**src/rtl/zics_pkg.sv**
```systemverilog
package zics_pkg;

	localparam int IDX_W   = 10;
	localparam int CUM_W   = 33;
	localparam int UNI_W   = 32;
	localparam int CNT_W   = 11;
	localparam int RANK_W  = 11;

	localparam logic [CNT_W-1:0] USED_RESET = 11'd1024;

	// command queue between front and back, depth kept a power of two
	localparam int Q_DEPTH = 2;
	localparam int Q_PTR_W = $clog2(Q_DEPTH);

	typedef enum logic [1:0] {
		OP_LOAD,
		OP_SAMPLE,
		OP_REDRAW
	} op_t;

	typedef struct packed {
		op_t              op;
		logic [IDX_W-1:0] index;
		logic [CUM_W-1:0] value;
	} cmd_t;

endpackage

```
**src/rtl/zics_queue.sv**
```systemverilog
module zics_queue
	import zics_pkg::*;
(
	input  logic clk,
	input  logic arst_n,
	input  logic in_valid,
	output logic in_ready,
	input  cmd_t in_cmd,
	output logic out_valid,
	input  logic out_ready,
	output cmd_t out_cmd
);

	cmd_t               slot_q [Q_DEPTH];
	logic [Q_PTR_W-1:0] wr_ptr_q;
	logic [Q_PTR_W-1:0] rd_ptr_q;
	logic [Q_PTR_W:0]   count_q;
	logic               push;
	logic               pop;

	assign in_ready  = (count_q != (Q_PTR_W+1)'(Q_DEPTH));
	assign out_valid = (count_q != '0);
	assign out_cmd   = slot_q[rd_ptr_q];
	assign push      = in_valid && in_ready;
	assign pop       = out_valid && out_ready;

	always_ff @(posedge clk) begin
		if (push) begin
			slot_q[wr_ptr_q] <= in_cmd;
		end
	end

	// pointers wrap naturally, depth is a power of two
	always_ff @(posedge clk or negedge arst_n) begin
		if (!arst_n) begin
			wr_ptr_q <= '0;
			rd_ptr_q <= '0;
			count_q  <= '0;
		end else begin
			if (push) begin
				wr_ptr_q <= wr_ptr_q + 1'b1;
			end
			if (pop) begin
				rd_ptr_q <= rd_ptr_q + 1'b1;
			end
			if (push && !pop) begin
				count_q <= count_q + 1'b1;
			end else if (pop && !push) begin
				count_q <= count_q - 1'b1;
			end
		end
	end

`ifndef SYNTHESIS
	a_count_bound: assert property (@(posedge clk) disable iff (!arst_n)
		count_q <= (Q_PTR_W+1)'(Q_DEPTH))
		else $error("queue count beyond depth");
`endif

endmodule

```
**config.mk**
```make
export PLATFORM = sky130hd
export DESIGN_NAME = zics_queue
export DESIGN_NICKNAME = d
export VERILOG_FILES = /design/src/rtl/zics_pkg.sv /design/src/rtl/zics_queue.sv
export SDC_FILE = /design/constraint.sdc
export NUM_CORES = 1
export LEC_CHECK = 0
export ABC_AREA = 1
export BUFFER_PORTS_ARGS = -buffer_cell sky130_fd_sc_hd__buf_2
export CORE_ASPECT_RATIO = 0.7
export CORE_MARGIN = 5
export CORE_UTILIZATION = 56
export DETAILED_ROUTE_END_ITERATION = 12
export PLACE_DENSITY = 0.84
export REMOVE_ABC_BUFFERS = 1
export SLEW_MARGIN = 25
export SYNTH_ARGS = -nofsm -noshare
export SYNTH_HDL_FRONTEND = slang
export SYNTH_SLANG_ARGS = --single-unit
```
**constraint.sdc**
```tcl
create_clock -name clk -period 6.01 [get_ports clk]
set_clock_uncertainty 0.2 [all_clocks]
set_input_delay 0 -clock clk [delete_from_list [all_inputs] [get_ports clk]]
set_output_delay 0 -clock clk [all_outputs]
set_load 0.02 [all_outputs]
```
-- Yosys cells after proc, flatten, opt, wreduce, memory -nomap -nowiden
Memory sizes are Yosys's and may differ from the RTL's.
Index checks and enable logic that the tools add are counted.
- register bits: 4
- memory bits (writable): 90
- word-level logic and storage cells: 21
- memories kept: 1
- $add $sub $neg: 4
- equal/unequal tests: 1
- mux-type cells: 4
- reductions and logical operators: 8
- memories (name ; depth ; width ; rd ports ; clocked after memory_dff ; wr ports ; line ; text):
    slot_q ; 2 ; 45 ; 1 ; 0 ; 1 ; zics_queue.sv:14 ; cmd_t slot_q [Q_DEPTH];
- operators with widths (operator ; count):
    logical AND 1 bit ; 4
    two-way mux 2 bit ; 2
    nonzero test 2 bit ; 2
    adder 1 bit (second input constant) ; 2
    adder 2 x 1 -> 2 bit (second input constant) ; 1
    logical NOT 1 bit ; 2
    two-way mux 1 bit ; 2
    inequality test 2 bit (second input constant) ; 1
    subtractor 2 x 1 -> 2 bit (second input constant) ; 1

-- Longest topological paths before layout
Gate-level depths: netlist of the first run.
- word-level depth: 6
- depth in mapped cells: 10

-- Worst setup path before layout of the first run
Ideal clock, no wire load.
- path kind: register to register
- from: register count_q[0]
- to: memory slot_q[0][0] (netlist name) (enable)
- arrival: 2.630 ns
- required time: 5.362 ns
- slack: 2.733 ns
- stages on the path, launching flop included: 5
- clock period less this slack: 3.277 ns
- path through: dfrtp_1 > inv_1 > nand2_1 > nand2_2 > nor2_1
- longest elaborated chain between the ends: 4
- ends and longest elaborated chain (what ; line ; text):
    start, declared ; zics_queue.sv:17 ; logic [Q_PTR_W:0] count_q;
    start signal, assigned ; zics_queue.sv:47 ; count_q <= count_q + 1'b1;
    start signal, assigned ; zics_queue.sv:49 ; count_q <= count_q - 1'b1;
    inequality test 2 bit ; zics_queue.sv:21 ; assign in_ready = (count_q != (Q_PTR_W+1)'(Q_DEPTH));
    net in_ready ; zics_queue.sv:7 ; output logic in_ready,
    logical AND 1 bit ; zics_queue.sv:24 ; assign push = in_valid && in_ready;
    two-way mux 1 bit ; zics_queue.sv:28 ; if (push) begin
    two-way mux 1 bit (implied by the code) ; zics_queue.sv:29 ; slot_q[wr_ptr_q] <= in_cmd;
    end, declared ; zics_queue.sv:14 ;
The timed path passes the listed nets, and every way through them passes these cells.

==> results.sh, run 1 <==
export IMPL_run_status="complete, no violations"
export IMPL_cts_resized=0
export IMPL_synth_avg_cell_area_um2=13.5
export IMPL_worst_setup_path_type="flip-flop to primary output"
export IMPL_syn_inst=263
export IMPL_seqPwrFrac_pct=45.3
export IMPL_cts_root_buf="clkbuf_8"
export IMPL_die_area_um2=8050
export IMPL_cts_buffer_depth=2
export IMPL_final_nets=461
export IMPL_grt_overflow=0
export IMPL_yosys_area_top_type="edfxtp_1"
export IMPL_nFillCells=381
export IMPL_start_util_pct=57.3
export IMPL_htree_levels=3
export IMPL_ys_top_cells_by_area="edfxtp_1 (76%), nand2_1 (15%), dfrtp_1 (2.8%)"
export IMPL_fin_tns_setup_ps=0
export IMPL_drt_iter0_markers=100
export IMPL_critPathMaxFanout=47
export IMPL_dr_pass1_iters=4
export IMPL_tightest_slew_ps=846
export IMPL_grt_pass1_vias=2570
export IMPL_dpl_hpwl_um=4370
export IMPL_antenna_found_initial=0
export IMPL_start_kind="flip-flop"
export IMPL_p_per_area_nw_per_um2=461
export IMPL_clk_pin_slew_ps=90
export IMPL_end_kind="primary output"
export IMPL_p_leak_nw=2.04
export IMPL_fmaxAchievable_mhz=400
export IMPL_grt_use_total_pct=20.0
export IMPL_hold_class="input pin to flip-flop"
export IMPL_portBuffers=95
export IMPL_critPathArrivalTime_ps=2300
export IMPL_place_gp_congestion=0.695
export IMPL_hold_viol=0
export IMPL_ios=96
export IMPL_synth_area_um2=3550
export IMPL_synthFlopType="edfxtp_1"
export IMPL_core_rowCount=24
export IMPL_synth_most_common_cell="nand2_1"
export IMPL_fin_crit_sh_pct=41.5
export IMPL_wl_um=7680
export IMPL_num_vias=2440
export IMPL_synth_top_area_share_pct=76.2
export IMPL_remaining_drc_errors=0
export IMPL_grt_max_degree=48
export IMPL_relSlewSlack_pct=43.6
export IMPL_maxCapViolations=0
export IMPL_seqCellArea_um2=2800
export IMPL_cts_tree="done"
export IMPL_grt_setup_unrepaired="no"
export IMPL_clk_latency_ps=340
export IMPL_ir_drop_v=0.000311
export IMPL_multi_input_area_um2=616
export IMPL_p_clk_share_pct=18.1
export IMPL_synth_edff_count=90
export IMPL_die_w_um=105
export IMPL_slew_violations=0
export IMPL_p_int_mw=1.33
export IMPL_crit_required_ps=5810
export IMPL_switchingPower_mw=0.846
export IMPL_holdWs_ps=172
export IMPL_async_flop_share_pct=4.26
export IMPL_clock_sinks=94
export IMPL_wire_per_inst_um=15.6
export IMPL_yosysUniqueCellTypes=16
export IMPL_n_antenna_cell=0
export IMPL_core_area_um2=6190
export IMPL_min_period_ps=2500
export IMPL_synthTopCellsByCount="nand2_1 (144), edfxtp_1 (90), inv_1 (6), buf_12 (4), dfrtp_1 (4)"
export IMPL_area_growth_pct=32.9
export IMPL_ant_nets=0
export IMPL_power_frac_comb_pct=36.6
export IMPL_yosysWarnings=0
export IMPL_synth_seq_cells=94
export IMPL_power_mw=2.17
export IMPL_grt_pass1_wl_um=12600
export IMPL_viasPerCell=4.95
export IMPL_cts_buffers=9
export IMPL_fp_dieH_um=76.6
export IMPL_seq_area_frac_synth_pct=79.0
export IMPL_switching_share_pct=38.9
export IMPL_setup_viol=0
export IMPL_drive_gt1_share_pct=28.0
worst max-delay path, stage by stage, from the launching register on:
cell and delay [ps]:
dfrtp_2 920, inv_2 550, nand2_1 180, nand2_1 100, buf_2 170
cell usage in the layout (no fill, tap or decap), drive strengths merged, types with 2 or more instances in the layout:
master,instances
buf,97
nand3,2
nor2,2
inv,7
clkbuf,9
dlygate4sd3,49
dfrtp,4
edfxtp,90
clkinvlp,4
nand2,145
stage by stage:
stage | worst slack (ps) | instances | area [µm²] | util [%]
final | 3510 | 493 | 4710 | 76.2
after detailed placement | 3810 | 429 | 4030 | 65.2
after floorplan | 2730 | 254 | 3430 | -
after global placement | 3880 | 429 | 4030 | 65.2
after CTS | 3480 | 493 | 4710 | 76.2
after global routing | 3340 | 493 | 4710 | 76.2
layer usage:
| layer | vias up | track usage [%] | routed length, µm | share of wire (%) |
|---|---|---|---|---|
| met5 | - | 0 | 0 | 0 |
| met4 | 0 | 6.00 | 101 | 1.3 |
| met3 | 13 | 7.79 | 664 | 8.6 |
| met2 | 101 | 34.3 | 3960 | 52 |
| met1 | 1151 | 23.2 | 2950 | 38 |
| li1 | 1175 | - | - | - |
worst paths after layout:
kind	start	endpoint	slack [ps]	cells after the start
min in group asynchronous	arst_n	count_q[0]	390	3
max in group asynchronous	arst_n	rd_ptr_q	5030	3
worst max register to register	count_q[0]	slot_q[1][38]	3820	5
worst min-delay path	in_cmd[19]	slot_q[0][19]	170	2
worst max-delay path	rd_ptr_q	out_cmd[8]	3510	4
worst min register to register	count_q[0]	count_q[0]	320	1
timing repair:
action,CTS,global route
hold buffers,49,0
setup buffers,0,0
endpoints found under the hold margin,97,0
power groups by stage:
stage / clock network (mW) / logic (mW) / registers, mW
final: 0.393 / 0.796 / 0.984
after global routing: 0.435 / 0.870 / 1.00
after CTS: 0.400 / 0.799 / 0.984
after detailed placement: 0 / 0.770 / 0.999
after global placement: 0 / 0.754 / 0.990
after floorplan: 0 / 0.493 / 0.977
sequential cells by signal, summed over array words and instances, names as in the netlist:
register  count
rd_ptr_q      1
count_q       2
slot_q       90
wr_ptr_q      1
layout make-up:
cell class                      instances  area share, %
Multi-Input combinational cell        153           13.1
Timing Repair Buffer                  146           20.8
Clock buffer                            9           2.63
Sequential cell                        94           59.5
Inverter                                7          0.558
Clock inverter                          6           1.35
Tap cell                               78           2.07
logic make-up after synthesis:
| kind of cell | share of synthesized area (%) |
|---|---|
| simple gates | 16.1 |
| flops | 79.0 |
| buf+inv | 4.02 |
| xor+xnor | 0.494 |
| fa+ha+maj | 0.353 |
No activity file was read; power rests on OpenSTA's default activity.
==> run 2: changes to the inputs <==
CORE_UTILIZATION = 47   (was 56)
PLACE_DENSITY = 0.76   (was 0.84)
clock period = 2.2 ns   (was 6.01 ns; I/O delays follow)
==> run 2 against run 1 <==
Against the previous run:
- routed wire length shrank 3.3%
- design area rose by 1.6%
- worst hold slack got worse by 5.7 ps
- total power grew to 2.8 times the previous value
- flip-flop and latch count unchanged
- clock power grew to 2.8 times the previous value
- final cell count increased by 5.1%
- utilization shrank 11 points
- global-route usage decreased by 3.2 points
- sequential power rose to 2.6 times the previous value
- critical endpoint is now out_cmd[29]
==> results.sh, run 2 (synthesis gave the netlist of run 1 again) <==
export IMPL_run_status="complete, no violations"
export IMPL_num_vias=2400
export IMPL_cts_root_buf="clkbuf_8"
export IMPL_area_growth_pct=35.0
export IMPL_wire_per_inst_um=14.3
export IMPL_most_common_layout_cells="nand2_1 (144), buf_2 (95), edfxtp_1 (90)"
export IMPL_seqCellArea_um2=2800
export IMPL_rrSetupSlack_ps=470
export IMPL_hold_class="input pin to flip-flop"
export IMPL_drive_gt1_share_pct=28.6
export IMPL_relSlewSlack_pct=66.2
export IMPL_dr_pass1_iters=4
export IMPL_stdcell_count=518
export IMPL_core_rowCount=26
export IMPL_fin_crit_sh_pct=82.3
export IMPL_dpl_hpwl_um=4640
export IMPL_place_gp_congestion=0.738
export IMPL_setup_viol=0
export IMPL_worst_setup_path_type="flip-flop to primary output"
export IMPL_viasPerCell=4.63
export IMPL_maxCapViolations=0
export IMPL_remaining_drc_errors=0
export IMPL_dp_cells=453
export IMPL_start_kind="flip-flop"
export IMPL_reg2reg_depth=9
export IMPL_slew_violations=0
export IMPL_p_per_area_nw_per_um2=1260
export IMPL_die_w_um=114
export IMPL_cp_slowest_stage_delay_ps=420
export IMPL_ios=96
export IMPL_ir_drop_v=0.000704
export IMPL_pre_cts_ws_ps=502
export IMPL_wl_um=7430
export IMPL_regMostFlops="slot_q"
export IMPL_biggestRegsByFlops="slot_q: 90 flops, count_q: 2 flops"
export IMPL_cts_buffers=9
export IMPL_cp_depth=5
export IMPL_grt_setup_unrepaired="no"
export IMPL_fmaxAchievable_mhz=552
export IMPL_setup_ws_ps=389
export IMPL_portBuffers=95
export IMPL_final_nets=465
export IMPL_crit_chain="inv_2 > buf_12 > nand2_1 > nand2_1 > buf_2"
export IMPL_clk_latency_ps=340
export IMPL_ant_nets=0
export IMPL_cpMostUsedCell="nand2_1"
export IMPL_critPathMaxFanout=30
export IMPL_clock_sinks=94
export IMPL_final_common_cell="nand2_1"
export IMPL_grt_max_degree=47
export IMPL_cts_resized=0
export IMPL_grt_overflow=0
export IMPL_drt_iter0_markers=100
export IMPL_crit_buf_inv=3
export IMPL_clk_pin_slew_ps=100
export IMPL_cts_buffer_depth=2
export IMPL_holdPathStages=2
export IMPL_nFillCells=536
export IMPL_grt_use_total_pct=16.7
export IMPL_htree_levels=3
export IMPL_critical_path_slowest_cell="dfrtp_2"
export IMPL_antenna_found_initial=0
export IMPL_grt_pass1_wl_um=11800
export IMPL_fin_tns_setup_ps=0
export IMPL_crit_required_ps=2000
export IMPL_cts_tree="done"
export IMPL_n_antenna_cell=0
export IMPL_grt_pass1_vias=2482
export IMPL_min_period_ps=1810
export IMPL_critical_path_top_delay_family="buffers and inverters"
export IMPL_end_kind="primary output"
export IMPL_multi_input_area_um2=616
export IMPL_core_area_um2=7320
export IMPL_largest_register_ffs=90
export IMPL_critPathArrivalTime_ps=1610
export IMPL_start_util_pct=48.4
export IMPL_fp_dieH_um=82.7
export IMPL_final_util_pct=65.4
export IMPL_tightest_slew_ps=508
export IMPL_p_leak_nw=2.09
export IMPL_hold_viol=0
export IMPL_die_area_um2=9410
[run 2: cell types whose count changed in the layout (fill, tap and decap cells not counted)]
cell / previous run / this run
clkinv_4: 0 / 2
clkinvlp_4: 4 / 0
clkbuf_1: 0 / 1
buf_12: 0 / 1
buf_4: 2 / 5
inv_6: 0 / 2
[run 2: metal layers]
layer | vias up | part of all wire, % | track usage (%)
met5 | - | 0 | 0
li1 | 1183 | - | -
met4 | 0 | 0.23 | 4.63
met3 | 2 | 9.7 | 5.97
met2 | 88 | 48 | 29.0
met1 | 1127 | 42 | 20.2
[run 2: through the flow]
stage | area, µm² | hold slack, ps | total power [mW]
final | 4790 | 166 | 6.05
after global placement | 4100 | -389 | 4.85
after floorplan | 3430 | -496 | 4.01
after detailed placement | 4100 | -391 | 4.92
after CTS | 4790 | 141 | 6.09
after global routing | 4790 | 141 | 6.43
[run 2: final timing paths]
path,from,to
worst min-delay path,in_cmd[11],slot_q[0][11]
max in group asynchronous,arst_n,rd_ptr_q
worst min register to register,count_q[0],count_q[0]
worst max register to register,count_q[0],count_q[1]
worst max-delay path,rd_ptr_q,out_cmd[29]
min in group asynchronous,arst_n,wr_ptr_q
[run 2: cell type report]
cell class | count | area share, %
Sequential cell | 94 | 58.6
Timing Repair Buffer | 150 | 21.4
Multi-Input combinational cell | 153 | 12.9
Clock buffer | 10 | 2.67
Tap cell | 98 | 2.56
Clock inverter | 6 | 1.44
Inverter | 7 | 0.549
[run 2: timing repair]
action	CTS	global route
setup buffers	0	0
hold endpoints to repair	97	0
hold buffers	49	0
[run 2: power breakdown]
part	leakage (nW)	internal (mW)	switching, mW
registers	0.884	2.45	0.110
clock network	0.0989	0.534	0.572
logic	1.10	0.716	1.67
