File: src/rtl/zics_pkg.sv
package zics_pkg;

	localparam int IDX_W   = 10;
	localparam int CUM_W   = 33;
	localparam int UNI_W   = 32;
	localparam int CNT_W   = 11;
	localparam int RANK_W  = 11;

	localparam logic [CNT_W-1:0] USED_RESET = 11'd1024;

	// command queue between front and back, depth kept a power of two
	localparam int Q_DEPTH = 2;
	localparam int Q_PTR_W = $clog2(Q_DEPTH);

	typedef enum logic [1:0] {
		OP_LOAD,
		OP_SAMPLE,
		OP_REDRAW
	} op_t;

	typedef struct packed {
		op_t              op;
		logic [IDX_W-1:0] index;
		logic [CUM_W-1:0] value;
	} cmd_t;

endpackage

File: src/rtl/zics_if.sv
interface zics_in_if
	import zics_pkg::*;
();
	logic             valid;
	logic             ready;
	logic             mode;
	logic [IDX_W-1:0] entry_index;
	logic [CUM_W-1:0] cumulative_value;
	logic [UNI_W-1:0] uniform_value;

	modport source (output valid, mode, entry_index, cumulative_value, uniform_value,
		input ready);
	modport sink (input valid, mode, entry_index, cumulative_value, uniform_value,
		output ready);
endinterface


interface zics_cfg_if
	import zics_pkg::*;
();
	logic             valid;
	logic             ready;
	logic [CNT_W-1:0] data;

	modport source (output valid, data, input ready);
	modport sink (input valid, data, output ready);
endinterface

File: src/rtl/zics_front.sv
module zics_front
	import zics_pkg::*;
#(
	parameter int MAX_RANKS = 1024
) (
	input  logic                         clk,
	input  logic                         arst_n,
	zics_in_if.sink                      req,
	zics_cfg_if.sink                     cfg,
	output logic                         push_valid,
	input  logic                         push_ready,
	output cmd_t                         push_cmd,
	output logic [$clog2(MAX_RANKS)-1:0] last_index
);

	localparam int AW = $clog2(MAX_RANKS);

	logic [CNT_W-1:0] used_q;
	logic             drop;

	assign cfg.ready = 1'b1;

	always_ff @(posedge clk or negedge arst_n) begin
		if (!arst_n) begin
			used_q <= USED_RESET;
		end else if (cfg.valid) begin
			used_q <= cfg.data;
		end
	end

	// clamp the rank count into 1..MAX_RANKS, keep the index of the last entry
	always_comb begin
		if (used_q == '0) begin
			last_index = '0;
		end else if (32'(used_q) > 32'(MAX_RANKS)) begin
			last_index = AW'(MAX_RANKS - 1);
		end else begin
			last_index = AW'(used_q - 1'b1);
		end
	end

	always_comb begin
		drop           = 1'b0;
		push_cmd.index = req.entry_index;
		if (!req.mode) begin
			push_cmd.op    = OP_LOAD;
			push_cmd.value = req.cumulative_value;
			drop           = !(32'(req.entry_index) < 32'(MAX_RANKS));
		end else if (req.uniform_value == '0) begin
			push_cmd.op    = OP_REDRAW;
			push_cmd.value = '0;
		end else begin
			push_cmd.op    = OP_SAMPLE;
			push_cmd.value = {1'b0, req.uniform_value};
		end
	end

	// out-of-range loads are taken and dropped here
	assign req.ready  = push_ready;
	assign push_valid = req.valid && !drop;

endmodule

File: src/flat_wrapper.sv
// flat-port wrapper written by rule: the top's interface ports become plain ports
module zics_front_flat import zics_pkg::*;
#(
	parameter int MAX_RANKS = 1024
)
  (clk, arst_n, push_valid, push_ready, push_cmd, last_index, req_valid, req_mode, req_entry_index, req_cumulative_value, req_uniform_value, req_ready, cfg_valid, cfg_data, cfg_ready);
  zics_in_if req_i ();
  zics_cfg_if cfg_i ();
  input  logic clk;
  input  logic arst_n;
  output logic push_valid;
  input  logic push_ready;
  output cmd_t push_cmd;
  output logic [$clog2(MAX_RANKS)-1:0] last_index;
  input wire logic [$bits(req_i.valid)-1:0] req_valid;
  input wire logic [$bits(req_i.mode)-1:0] req_mode;
  input wire logic [$bits(req_i.entry_index)-1:0] req_entry_index;
  input wire logic [$bits(req_i.cumulative_value)-1:0] req_cumulative_value;
  input wire logic [$bits(req_i.uniform_value)-1:0] req_uniform_value;
  output wire logic [$bits(req_i.ready)-1:0] req_ready;
  input wire logic [$bits(cfg_i.valid)-1:0] cfg_valid;
  input wire logic [$bits(cfg_i.data)-1:0] cfg_data;
  output wire logic [$bits(cfg_i.ready)-1:0] cfg_ready;
  assign req_i.valid = req_valid;
  assign req_i.mode = req_mode;
  assign req_i.entry_index = req_entry_index;
  assign req_i.cumulative_value = req_cumulative_value;
  assign req_i.uniform_value = req_uniform_value;
  assign req_ready = req_i.ready;
  assign cfg_i.valid = cfg_valid;
  assign cfg_i.data = cfg_data;
  assign cfg_ready = cfg_i.ready;
  zics_front #(.MAX_RANKS(MAX_RANKS)) u_core (.clk(clk), .arst_n(arst_n), .req(req_i), .cfg(cfg_i), .push_valid(push_valid), .push_ready(push_ready), .push_cmd(push_cmd), .last_index(last_index));
endmodule
File: config.mk
export PLATFORM = sky130hd
export DESIGN_NAME = zics_front_flat
export DESIGN_NICKNAME = d
export VERILOG_FILES = /design/src/rtl/zics_pkg.sv /design/src/rtl/zics_if.sv /design/src/rtl/zics_front.sv /design/src/flat_wrapper.sv
export SDC_FILE = /design/constraint.sdc
export NUM_CORES = 1
export LEC_CHECK = 0
export ABC_CLOCK_PERIOD_IN_PS = 2200
export BUFFER_PORTS_ARGS = -buffer_cell sky130_fd_sc_hd__buf_2
export CAP_MARGIN = 10
export CORE_ASPECT_RATIO = 0.7
export CORE_MARGIN = 3
export CORE_UTILIZATION = 33
export CTS_CLUSTER_DIAMETER = 60
export DETAILED_ROUTE_END_ITERATION = 6
export PLACE_DENSITY = 0.82
export SETUP_SLACK_MARGIN = 0.02
export SYNTH_ARGS = -nofsm -noshare
export SYNTH_HDL_FRONTEND = slang
export SYNTH_SLANG_ARGS = --single-unit
File: constraint.sdc
create_clock -name clk -period 2.2 [get_ports clk]
set_input_delay 0.22 -clock clk [delete_from_list [all_inputs] [get_ports clk]]
set_output_delay 0.22 -clock clk [all_outputs]
set_load 0.005 [all_outputs]
# Yosys cells after proc, flatten, opt, wreduce, memory -nomap -nowiden
# Cells that the tools add are included.
[word_totals]
wordCells = 11
regBits = 11
out_inout_bits = 58
in_bits = 92
[op_classes]
n_addsub = 1
n_reduce_logical = 2
muxes = 6
magnitude_cmp = 1
[op_table]
columns = ["cell", "n"]
rows = [
  ["$mux 33", 1],
  ["$logic_not 32->1", 1],
  ["$mux 32", 1],
  ["$mux 10", 2],
  ["$gt 11x11->1 const B", 1],
  ["$logic_not 11->1", 1],
  ["$sub 10x1->10 const B", 1],
  ["$mux 2", 2],
]

# Longest topological paths before layout
# Gate-level depths: netlist of run 1.
[logic_depth]
depth_word = 3
depth_mapped = 6
depth_no_buf = 6

# Worst setup path before layout of run 1
# Ideal clock, no wire load.
[synth_timing]
path_kind = "reg2out"
startpoint = "register u_core.used_q[4]"
endpoint = "output port last_index[3]"
arrival_ns = 1.575
path_buffers = 0
t_required_ns = 1.980
path_slack_ns = 0.405
stages_incl_launch_ff = 5
path_cell_list = "dfrtp_1 > or3_4 > or2_4 > nor4_4 > o21ai_0"
[synth_between]
elab_chain_len = 3
elab_cells_between_ends = 4
cone_classes = "order compare (1); mux (2); reduce/logical (1)"
[synth_lines]
columns = ["item", "line_no", "rtl"]
rows = [
  ["start: declaration", "zics_front.sv:18", "logic [CNT_W-1:0] used_q;"],
  ["start signal: assignment", "zics_front.sv:27", "used_q <= cfg.data;"],
  ["$gt 11x11->1", "zics_front.sv:35", "end else if (32'(used_q) > 32'(MAX_RANKS)) begin"],
  ["$mux 10", "zics_front.sv:35", ""],
  ["$mux 10 *", "zics_front.sv:33", "if (used_q == '0) begin"],
  ["end: declaration", "flat_wrapper.sv:14", "output logic [$clog2(MAX_RANKS)-1:0] last_index;"],
]
# Every way passes the cells marked *; elsewhere a longest branch is shown, timed or not.

# Final worst setup path of run 1
[layout_timing]
startpoint = "register u_core.used_q[4]"
endpoint = "output port last_index[5]"
[layout_between]
elab_chain_len = 3
elab_cells_between_ends = 5
cone_classes = "add/sub (1); order compare (1); mux (2); reduce/logical (1)"
[layout_lines]
columns = ["item", "line_no"]
rows = [
  ["$sub 10x1->10 or $gt 11x11->1 (tied branches)", "zics_front.sv:38, zics_front.sv:35"],
  ["$mux 10", "zics_front.sv:35"],
  ["$mux 10 *", "zics_front.sv:33"],
]
# Marks and branches as above.

==> results.json, run 1 <==
{
  "slew_viol_final": 0,
  "max_stage_delay_ns": 0.39,
  "grt_pass1_wl_um": 6679,
  "die_w_um": 79.08,
  "avgSynthCellArea_sq_um": 9.563,
  "clk_latency_ns": 0.24,
  "grt_pass1_vias": 1419,
  "crit_arrival_ns": 1.87,
  "remaining_drc_errors": 0,
  "finalHoldViolCount": 0,
  "final_common_cell": "buf_2",
  "grt_setup_unrepaired": "no",
  "synth_top_family_by_area": "multiplexers",
  "yosysSeqAreaShare": 0.2241,
  "layout_common_cells": "buf_2 (124), mux2_2 (40), dfrtp_1 (10)",
  "synth_nets": 222,
  "cts_buffers": 3,
  "ys_seq_elements": 11,
  "via_per_inst": 4.855,
  "cp.required_ns": 1.98,
  "worstPathMaxFanout": 7,
  "slowest_stage": "or3_4",
  "p_leak_nw": 0.9502,
  "synth_ff_type": "dfrtp_1",
  "antenna_found_initial": 0,
  "pre_cts_slack_ns": 0.2245,
  "final_nets": 343,
  "min_path_type": "in2reg",
  "syn-cell-area_sq_mm": 0.001234,
  "ant_nets": 0,
  "core-area_sq_mm": 0.003361,
  "worst-path-buf-inv": 1,
  "synthAdderAreaFrac": 0.01014,
  "cp_cell_sequence": "or3_4 > or2_4 > o31ai_4 > a31oi_1 > buf_2",
  "setup_viol": 0,
  "rrSetupSlack_ns": 1.17,
  "drt_pre_antenna_iters": 4,
  "grt-ovfl-total": 0,
  "die_area_sq_mm": 0.004520,
  "clock_path_buffers": 2,
  "cts_tree": "done",
  "track_usage": 0.1838,
  "grt_max_degree": 36,
  "timing.final.ws_setup_ns": 0.1087,
  "io_buffers": 124,
  "path_delay_family": "simple AND/OR/NAND/NOR gates",
  "totalWireLength_um": 4478,
  "fin_crit_ns": 2.091,
  "layout-drive-gt1-share": 0.7430,
  "crit_path_start_kind": "flop",
  "max_freq_ghz": 0.4782,
  "synth-edff-count": 0,
  "path_clk_slew_ns": 0.05,
  "yosysWarningCount": 0,
  "num_antenna_cells": 0,
  "routedWlPerCell_um": 15.13,
  "top_regs": "u_core.used_q: 11 flops",
  "fp.dieH_um": 57.16,
  "h-tree-depth": 1,
  "path_class": "reg2out",
  "synth_compound_area_frac": 0.09432,
  "largest_reg_flops": 11,
  "ys_types": 33,
  "regMostFlops": "u_core.used_q",
  "skew_ns": 0,
  "cts.sinks": 11,
  "max_cap_violations": 0,
  "ir_worst_vdd_mv": 0.4038,
  "syn2layout_area_growth_pct": 57.91,
  "cp-end-kind": "primary output",
  "initial_core_util": 0.3671,
  "fin_setup_tns_ns": 0,
  "netlist_instances": 129,
  "rows": 17,
  "yosys.area_share.simple": 0.1613,
  "synthMuxAreaShare": 0.3651,
  "io_pins": 150,
  "gp_congestion": 0.8746,
  "outcome": "completed",
  "p_per_area_mw_per_mm2": 412.6,
  "ys_async_sr_fraction": 1.000,
  "dp_hpwl_um": 3772,
  "dr_total_vias": 1437,
  "clockRootBuffer": "clkbuf_8",
  "synth_xor_area_frac": 0.03550,
  "first_iter_violations": 34,
  "post-route-period-util": 0.9506
}
-- worst register-to-register path: stages (launching register included) --
cell     delay [ns]
dfstp_2        0.61
inv_1          0.14
o21ai_0        0.20
-- metrics by stage --
step           hold slack (ns)  total power (W)  area, sq um    util  cells
2_1_floorplan         -0.07559        0.0004219         1234       -    129
3_3_place_gp           0.09367        0.0005708         1804  0.5369    283
3_5_place_dp           0.09775        0.0005791         1804  0.5369    283
4_1_cts                 0.2030        0.0007985         1926  0.5730    296
5_1_grt                 0.2180        0.0008607         1948  0.5797    296
6_report                0.2086        0.0008037         1948  0.5797    296
-- where the power goes --
| part | internal (W) | switching (W) |
|---|---|---|
| registers | 0.000224 | 0.0000253 |
| clock network | 0.000127 | 0.0000712 |
| logic | 0.000206 | 0.000150 |
| total | 0.000557 | 0.000247 |
-- logic make-up (layout without fill, tap and decap cells) --
| logic type | Yosys count | in the layout |
|---|---|---|
| mux | 40 | 40 |
| simple gates | 31 | 31 |
| buf+inv | 22 | 142 |
| compound gates | 18 | 18 |
| flops | 11 | 11 |
| xor+xnor | 5 | 5 |
| fa+ha+maj | 1 | 1 |
| other cells | 1 | 1 |
-- synth_stat cells, types with 3 or more instances --
master    count  share of area
o21ai_0       6          0.024
clkbuf_1      4          0.012
xnor2_1       4          0.028
nand2_1       3         0.0091
nor2_1        3         0.0091
nor4_1        9          0.046
buf_4        13          0.079
dfrtp_1      10           0.20
a21oi_1       4          0.016
mux2_2       40           0.37
inv_1         4          0.012
-- area by class of cell --
class,count,area (sq um)
Clock buffer,4,45.04
Timing Repair Buffer,134,698.2
Inverter,4,15.01
Fill cell,299,1413
Tap cell,47,58.81
Sequential cell,11,276.5
Multi-Input combinational cell,96,854.6
-- metal layers --
| metal | track usage | share of wire | vias up |
|---|---|---|---|
| met4 | 0.03922 | 0.0042 | 0 |
| met2 | 0.3369 | 0.50 | 72 |
| met1 | 0.2195 | 0.41 | 653 |
| li1 | - | - | 708 |
| met3 | 0.04259 | 0.084 | 4 |
| met5 | 0 | 0 | - |
-- timing repair --
action	in CTS	in global routing
hold buffers	1	0
gates cloned	0	0
gates resized for setup	2	5
setup endpoints to repair	5	8
pin swaps	3	5
buffers inserted	8	0
endpoints found under the hold margin	10	0
-- path summary, 6_finish.rpt --
kind | start | endpoint | depth (start not counted)
worst max-delay path | u_core.used_q[4]$_DFFE_PN0P_ | last_index[5] | 5
worst min-delay path | cfg_data[0] | u_core.used_q[0]$_DFFE_PN0P_ | 3
worst max register to register | u_core.used_q[10]$_DFFE_PN1P_ | u_core.used_q[10]$_DFFE_PN1P_ | 2
worst min register to register | u_core.used_q[8]$_DFFE_PN0P_ | u_core.used_q[8]$_DFFE_PN0P_ | 1
max in group asynchronous | arst_n | u_core.used_q[10]$_DFFE_PN1P_ | 2
min in group asynchronous | arst_n | u_core.used_q[2]$_DFFE_PN0P_ | 2
(Power assumes the default switching activity.)
==> run 2, diff against run 1 <==
- CAP_MARGIN: 10 -> unset
- CORE_UTILIZATION: 33 -> 34
- CTS_BUF_LIST: unset -> sky130_fd_sc_hd__clkbuf_4
- PLACE_DENSITY: 0.82 -> 0.84
==> results.json, run 2 (synthesis results as in run 1) <==
{
  "crit_path_start_kind": "flop",
  "cts.sinks": 11,
  "maxSlewHeadroom": 0.5306,
  "cts_tree": "done",
  "h-tree-depth": 1,
  "via_per_inst": 4.868,
  "dp_cells": 282,
  "initial_core_util": 0.3718,
  "clock_path_buffers": 2,
  "max_cap_violations": 0,
  "track_usage": 0.1802,
  "final_common_cell": "buf_2",
  "tightest_slew_ns": 0.7041,
  "cp-end-kind": "primary output",
  "layout-drive-gt1-share": 0.7540,
  "grt-ovfl-total": 0,
  "final_nets": 342,
  "ant_nets": 0,
  "path_class": "reg2out",
  "top_regs": "u_core.used_q: 11 flops",
  "clk_latency_ns": 0.26,
  "grt_pass1_vias": 1404,
  "dr_total_vias": 1436,
  "regMostFlops": "u_core.used_q",
  "finalNonFillerCells": 295,
  "grt_setup_unrepaired": "yes",
  "finalHoldViolCount": 0,
  "worstPathMaxFanout": 7,
  "num_antenna_cells": 0,
  "slew_viol_final": 0,
  "layout_common_cells": "buf_2 (124), mux2_2 (40), dfrtp_1 (10)",
  "hold_slack_ns": 0.1647,
  "skew_ns": 0,
  "max_freq_ghz": 0.4725,
  "clockRootBuffer": "clkbuf_4",
  "fin_crit_ns": 2.116,
  "p_per_area_mw_per_mm2": 386.8,
  "fp.dieH_um": 56.40,
  "core-area_sq_mm": 0.003318,
  "gp_congestion": 0.9578,
  "fin_util": 0.5803,
  "p_leak_nw": 0.9389,
  "die_area_sq_mm": 0.004399,
  "setup_viol": 0,
  "timing.final.ws_setup_ns": 0.08377,
  "post-route-period-util": 0.9619,
  "largest_reg_flops": 11,
  "min_path_type": "in2reg",
  "io_buffers": 124,
  "antenna_found_initial": 0,
  "drt_pre_antenna_iters": 4,
  "outcome": "completed",
  "pre_cts_slack_ns": 0.2112,
  "remaining_drc_errors": 0,
  "first_iter_violations": 43,
  "io_pins": 150,
  "crit_arrival_ns": 1.90,
  "grt_max_degree": 36,
  "grt_pass1_wl_um": 6520,
  "dp_hpwl_um": 3694,
  "rows": 17,
  "fin_setup_tns_ns": 0,
  "cts_buffers": 3,
  "cp.required_ns": 1.98,
  "ir_worst_vdd_mv": 0.4036,
  "path_clk_slew_ns": 0.06,
  "routedWlPerCell_um": 14.74,
  "totalWireLength_um": 4349,
  "die_w_um": 78.00,
  "syn2layout_area_growth_pct": 56.09
}
-- run 2: area by class of cell --
cell class,instances,area [sq um]
tap,47,58.81
timing repair buffer,133,694.4
clock buffer,4,30.03
fill,307,1393
inverter,4,15.01
sequential,11,276.5
multi-input combinational,96,850.8
-- run 2: worst paths after layout --
path | start | end | slack (ns) | depth (start not counted)
max | u_core.used_q[4]$_DFFE_PN0P_ | last_index[5] | 0.08 | 5
min reg2reg | u_core.used_q[8]$_DFFE_PN0P_ | u_core.used_q[8]$_DFFE_PN0P_ | 0.53 | 1
max reg2reg | u_core.used_q[10]$_DFFE_PN1P_ | u_core.used_q[10]$_DFFE_PN1P_ | 1.23 | 2
min | cfg_data[1] | u_core.used_q[1]$_DFFE_PN0P_ | 0.16 | 3
max in group asynchronous | arst_n | u_core.used_q[10]$_DFFE_PN1P_ | 1.60 | 2
min in group asynchronous | arst_n | u_core.used_q[7]$_DFFE_PN0P_ | 0.35 | 2
-- run 2: worst max-delay path, stage by stage (launching register included) --
cell and delay, ns:
dfrtp_1 0.37, or3_4 0.39, or2_4 0.27, o31ai_4 0.32, a31oi_1 0.15, buf_2 0.15
-- run 2: layer usage --
metal | vias up | track usage | part of all wire
met3 | 6 | 0.04647 | 0.091
met4 | 0 | 0.04988 | 0.0094
li1 | 703 | - | -
met2 | 74 | 0.3171 | 0.50
met1 | 653 | 0.2171 | 0.40
met5 | - | 0 | 0
-- run 2: repair_timing --
| item | 4_1_cts | 5_1_grt |
|---|---|---|
| pin swaps | 5 | 5 |
| setup buffers | 7 | 1 |
| cloned | 0 | 0 |
| endpoints found under the hold margin | 10 | 0 |
| hold buffers | 1 | 0 |
| endpoints found under the setup margin | 8 | 10 |
| gates resized for setup | 3 | 6 |
-- run 2: power by group --
group	total, W	leakage [nW]	switching, W	internal (W)
combinational	0.000352	0.792	0.000148	0.000204
sequential	0.000249	0.128	0.0000252	0.000223
clock	0.000144	0.0184	0.0000618	0.0000824
-- run 2: through the flow --
stage          cell area (sq um)  total power (W)
2_1_floorplan               1234        0.0004219
3_3_place_gp                1797        0.0005683
3_5_place_dp                1797        0.0005758
4_1_cts                     1893        0.0007414
5_1_grt                     1926        0.0008016
6_report                    1926        0.0007448
==> run 3, diff against run 2 <==
- CTS_BUF_LIST: sky130_fd_sc_hd__clkbuf_4 -> sky130_fd_sc_hd__clkbuf_8
==> results.json, run 3 (synthesis results as in run 1) <==
{
  "h-tree-depth": 1,
  "tightest_slew_ns": 0.7020,
  "ir_worst_vdd_mv": 0.4678,
  "slew_viol_final": 0,
  "min_path_type": "in2reg",
  "cp-end-kind": "primary output",
  "final_nets": 342,
  "io_buffers": 124,
  "fp.dieH_um": 56.40,
  "largest_reg_flops": 11,
  "outcome": "completed",
  "clockRootBuffer": "clkbuf_8",
  "switching_share": 0.3021,
  "dpl_cell_area_sq_mm": 0.001797,
  "clk_latency_ns": 0.23,
  "max_freq_ghz": 0.4817,
  "pre_cts_slack_ns": 0.2112,
  "slowest_stage": "or3_4",
  "via_per_inst": 4.912,
  "cp_cell_sequence": "or3_4 > or2_4 > o31ai_4 > a31oi_1 > buf_2",
  "worstPathMaxFanout": 7,
  "grt_pass1_wl_um": 6575,
  "final_common_cell": "buf_2",
  "initial_core_util": 0.3718,
  "dr_total_vias": 1449,
  "grt_pass1_vias": 1417,
  "maxSlewHeadroom": 0.5320,
  "grt_max_degree": 36,
  "p_comb_frac": 0.442,
  "crit_arrival_ns": 1.86,
  "max_cap_violations": 0,
  "skew_ns": 0,
  "track_usage": 0.1816,
  "ant_nets": 0,
  "layout-drive-gt1-share": 0.7379,
  "antenna_found_initial": 0,
  "cp.required_ns": 1.98,
  "drt_pre_antenna_iters": 4,
  "cts_tree": "done",
  "post-route-period-util": 0.9436,
  "remaining_drc_errors": 0,
  "layout_common_cells": "buf_2 (124), mux2_2 (40), dfrtp_1 (10)",
  "die_area_sq_mm": 0.004399,
  "regMostFlops": "u_core.used_q",
  "syn2layout_area_growth_pct": 55.58,
  "max_stage_delay_ns": 0.39,
  "fin_setup_tns_ns": 0,
  "p_per_area_mw_per_mm2": 407.7,
  "p_int_w": 0.0005461,
  "dp_hpwl_um": 3694,
  "gp_congestion": 0.9578,
  "fin_crit_ns": 2.076,
  "die_w_um": 78.00,
  "grt-ovfl-total": 0,
  "setup_viol": 0,
  "path_delay_family": "simple AND/OR/NAND/NOR gates",
  "top_regs": "u_core.used_q: 11 flops",
  "p_sw_w": 0.0002364,
  "clkPwrFrac": 0.240,
  "io_pins": 150,
  "first_iter_violations": 48,
  "grt_setup_unrepaired": "no",
  "finalHoldViolCount": 0,
  "p_total_w": 0.0007825,
  "design_area_sq_mm": 0.001919,
  "pwr-share-seq": 0.318,
  "hold_slack_ns": 0.1994,
  "num_antenna_cells": 0,
  "p_leak_nw": 0.9398,
  "crit_path_start_kind": "flop",
  "cts.sinks": 11,
  "worst-path-buf-inv": 1,
  "core-area_sq_mm": 0.003318,
  "rows": 17,
  "totalWireLength_um": 4372,
  "cts_buffers": 3,
  "path_clk_slew_ns": 0.05,
  "path_class": "reg2out",
  "routedWlPerCell_um": 14.82,
  "clock_path_buffers": 2,
  "timing.final.ws_setup_ns": 0.1242
}
-- run 3: changes by cell type in the layout (fill, tap and decap cells not counted), sizes merged --
cell and delta:
clkbuf -1, inv +1
-- run 3: worst reg2reg max path, cell delays in order (launching register included) --
cell and delay (ns):
dfstp_2 0.59, inv_1 0.12, o21ai_0 0.17
-- run 3: timing repair --
action / CTS / global route
buffers inserted: 7 / 1
pin swaps: 3 / 3
resized for setup: 2 / 2
hold buffers: 1 / 0
setup endpoints to repair: 5 / 8
hold endpoints to repair: 10 / 0
-- run 3: per-stage QoR --
step	utilization	cells
after floorplan	-	129
after global placement	0.5415	282
after detailed placement	0.5415	282
after CTS	0.5747	294
after global routing	0.5784	295
final	0.5784	295
-- run 3: power groups by stage --
| stage | sequential (W) | combinational, W | clock (W) |
|---|---|---|---|
| after floorplan | 0.000247 | 0.000175 | 0 |
| after global placement | 0.000253 | 0.000315 | 0 |
| after detailed placement | 0.000255 | 0.000321 | 0 |
| after CTS | 0.000247 | 0.000343 | 0.000195 |
| after global routing | 0.000252 | 0.000380 | 0.000210 |
| final | 0.000249 | 0.000346 | 0.000188 |
-- run 3: layout make-up --
cell class	count	area, sq um
inverter	4	15.01
fill	303	1399
multi-input combinational	96	833.3
clock buffer	3	41.29
timing repair buffer	133	690.7
tap	47	58.81
sequential	11	276.5
clock inverter	1	3.754
-- run 3: worst paths after layout --
kind                                               start                            end  slack [ns]  cells past startpoint
setup / recovery            u_core.used_q[3]$_DFFE_PN0P_                  last_index[5]        0.12                      5
hold / removal                               cfg_data[1]   u_core.used_q[1]$_DFFE_PN0P_        0.20                      3
setup reg to reg           u_core.used_q[10]$_DFFE_PN1P_  u_core.used_q[10]$_DFFE_PN1P_        1.24                      2
hold reg to reg             u_core.used_q[8]$_DFFE_PN0P_   u_core.used_q[8]$_DFFE_PN0P_        0.52                      1
max in group asynchronous                         arst_n  u_core.used_q[10]$_DFFE_PN1P_        1.56                      2
min in group asynchronous                         arst_n   u_core.used_q[7]$_DFFE_PN0P_        0.38                      2
-- run 3: metal layers --
metal  part of all wire  vias to the layer above  track usage
li1                   -                      704            -
met1               0.39                      655       0.2171
met2               0.51                       86       0.3220
met3               0.10                        4      0.04647
met4             0.0062                        0      0.04988
met5                  0                        -            0
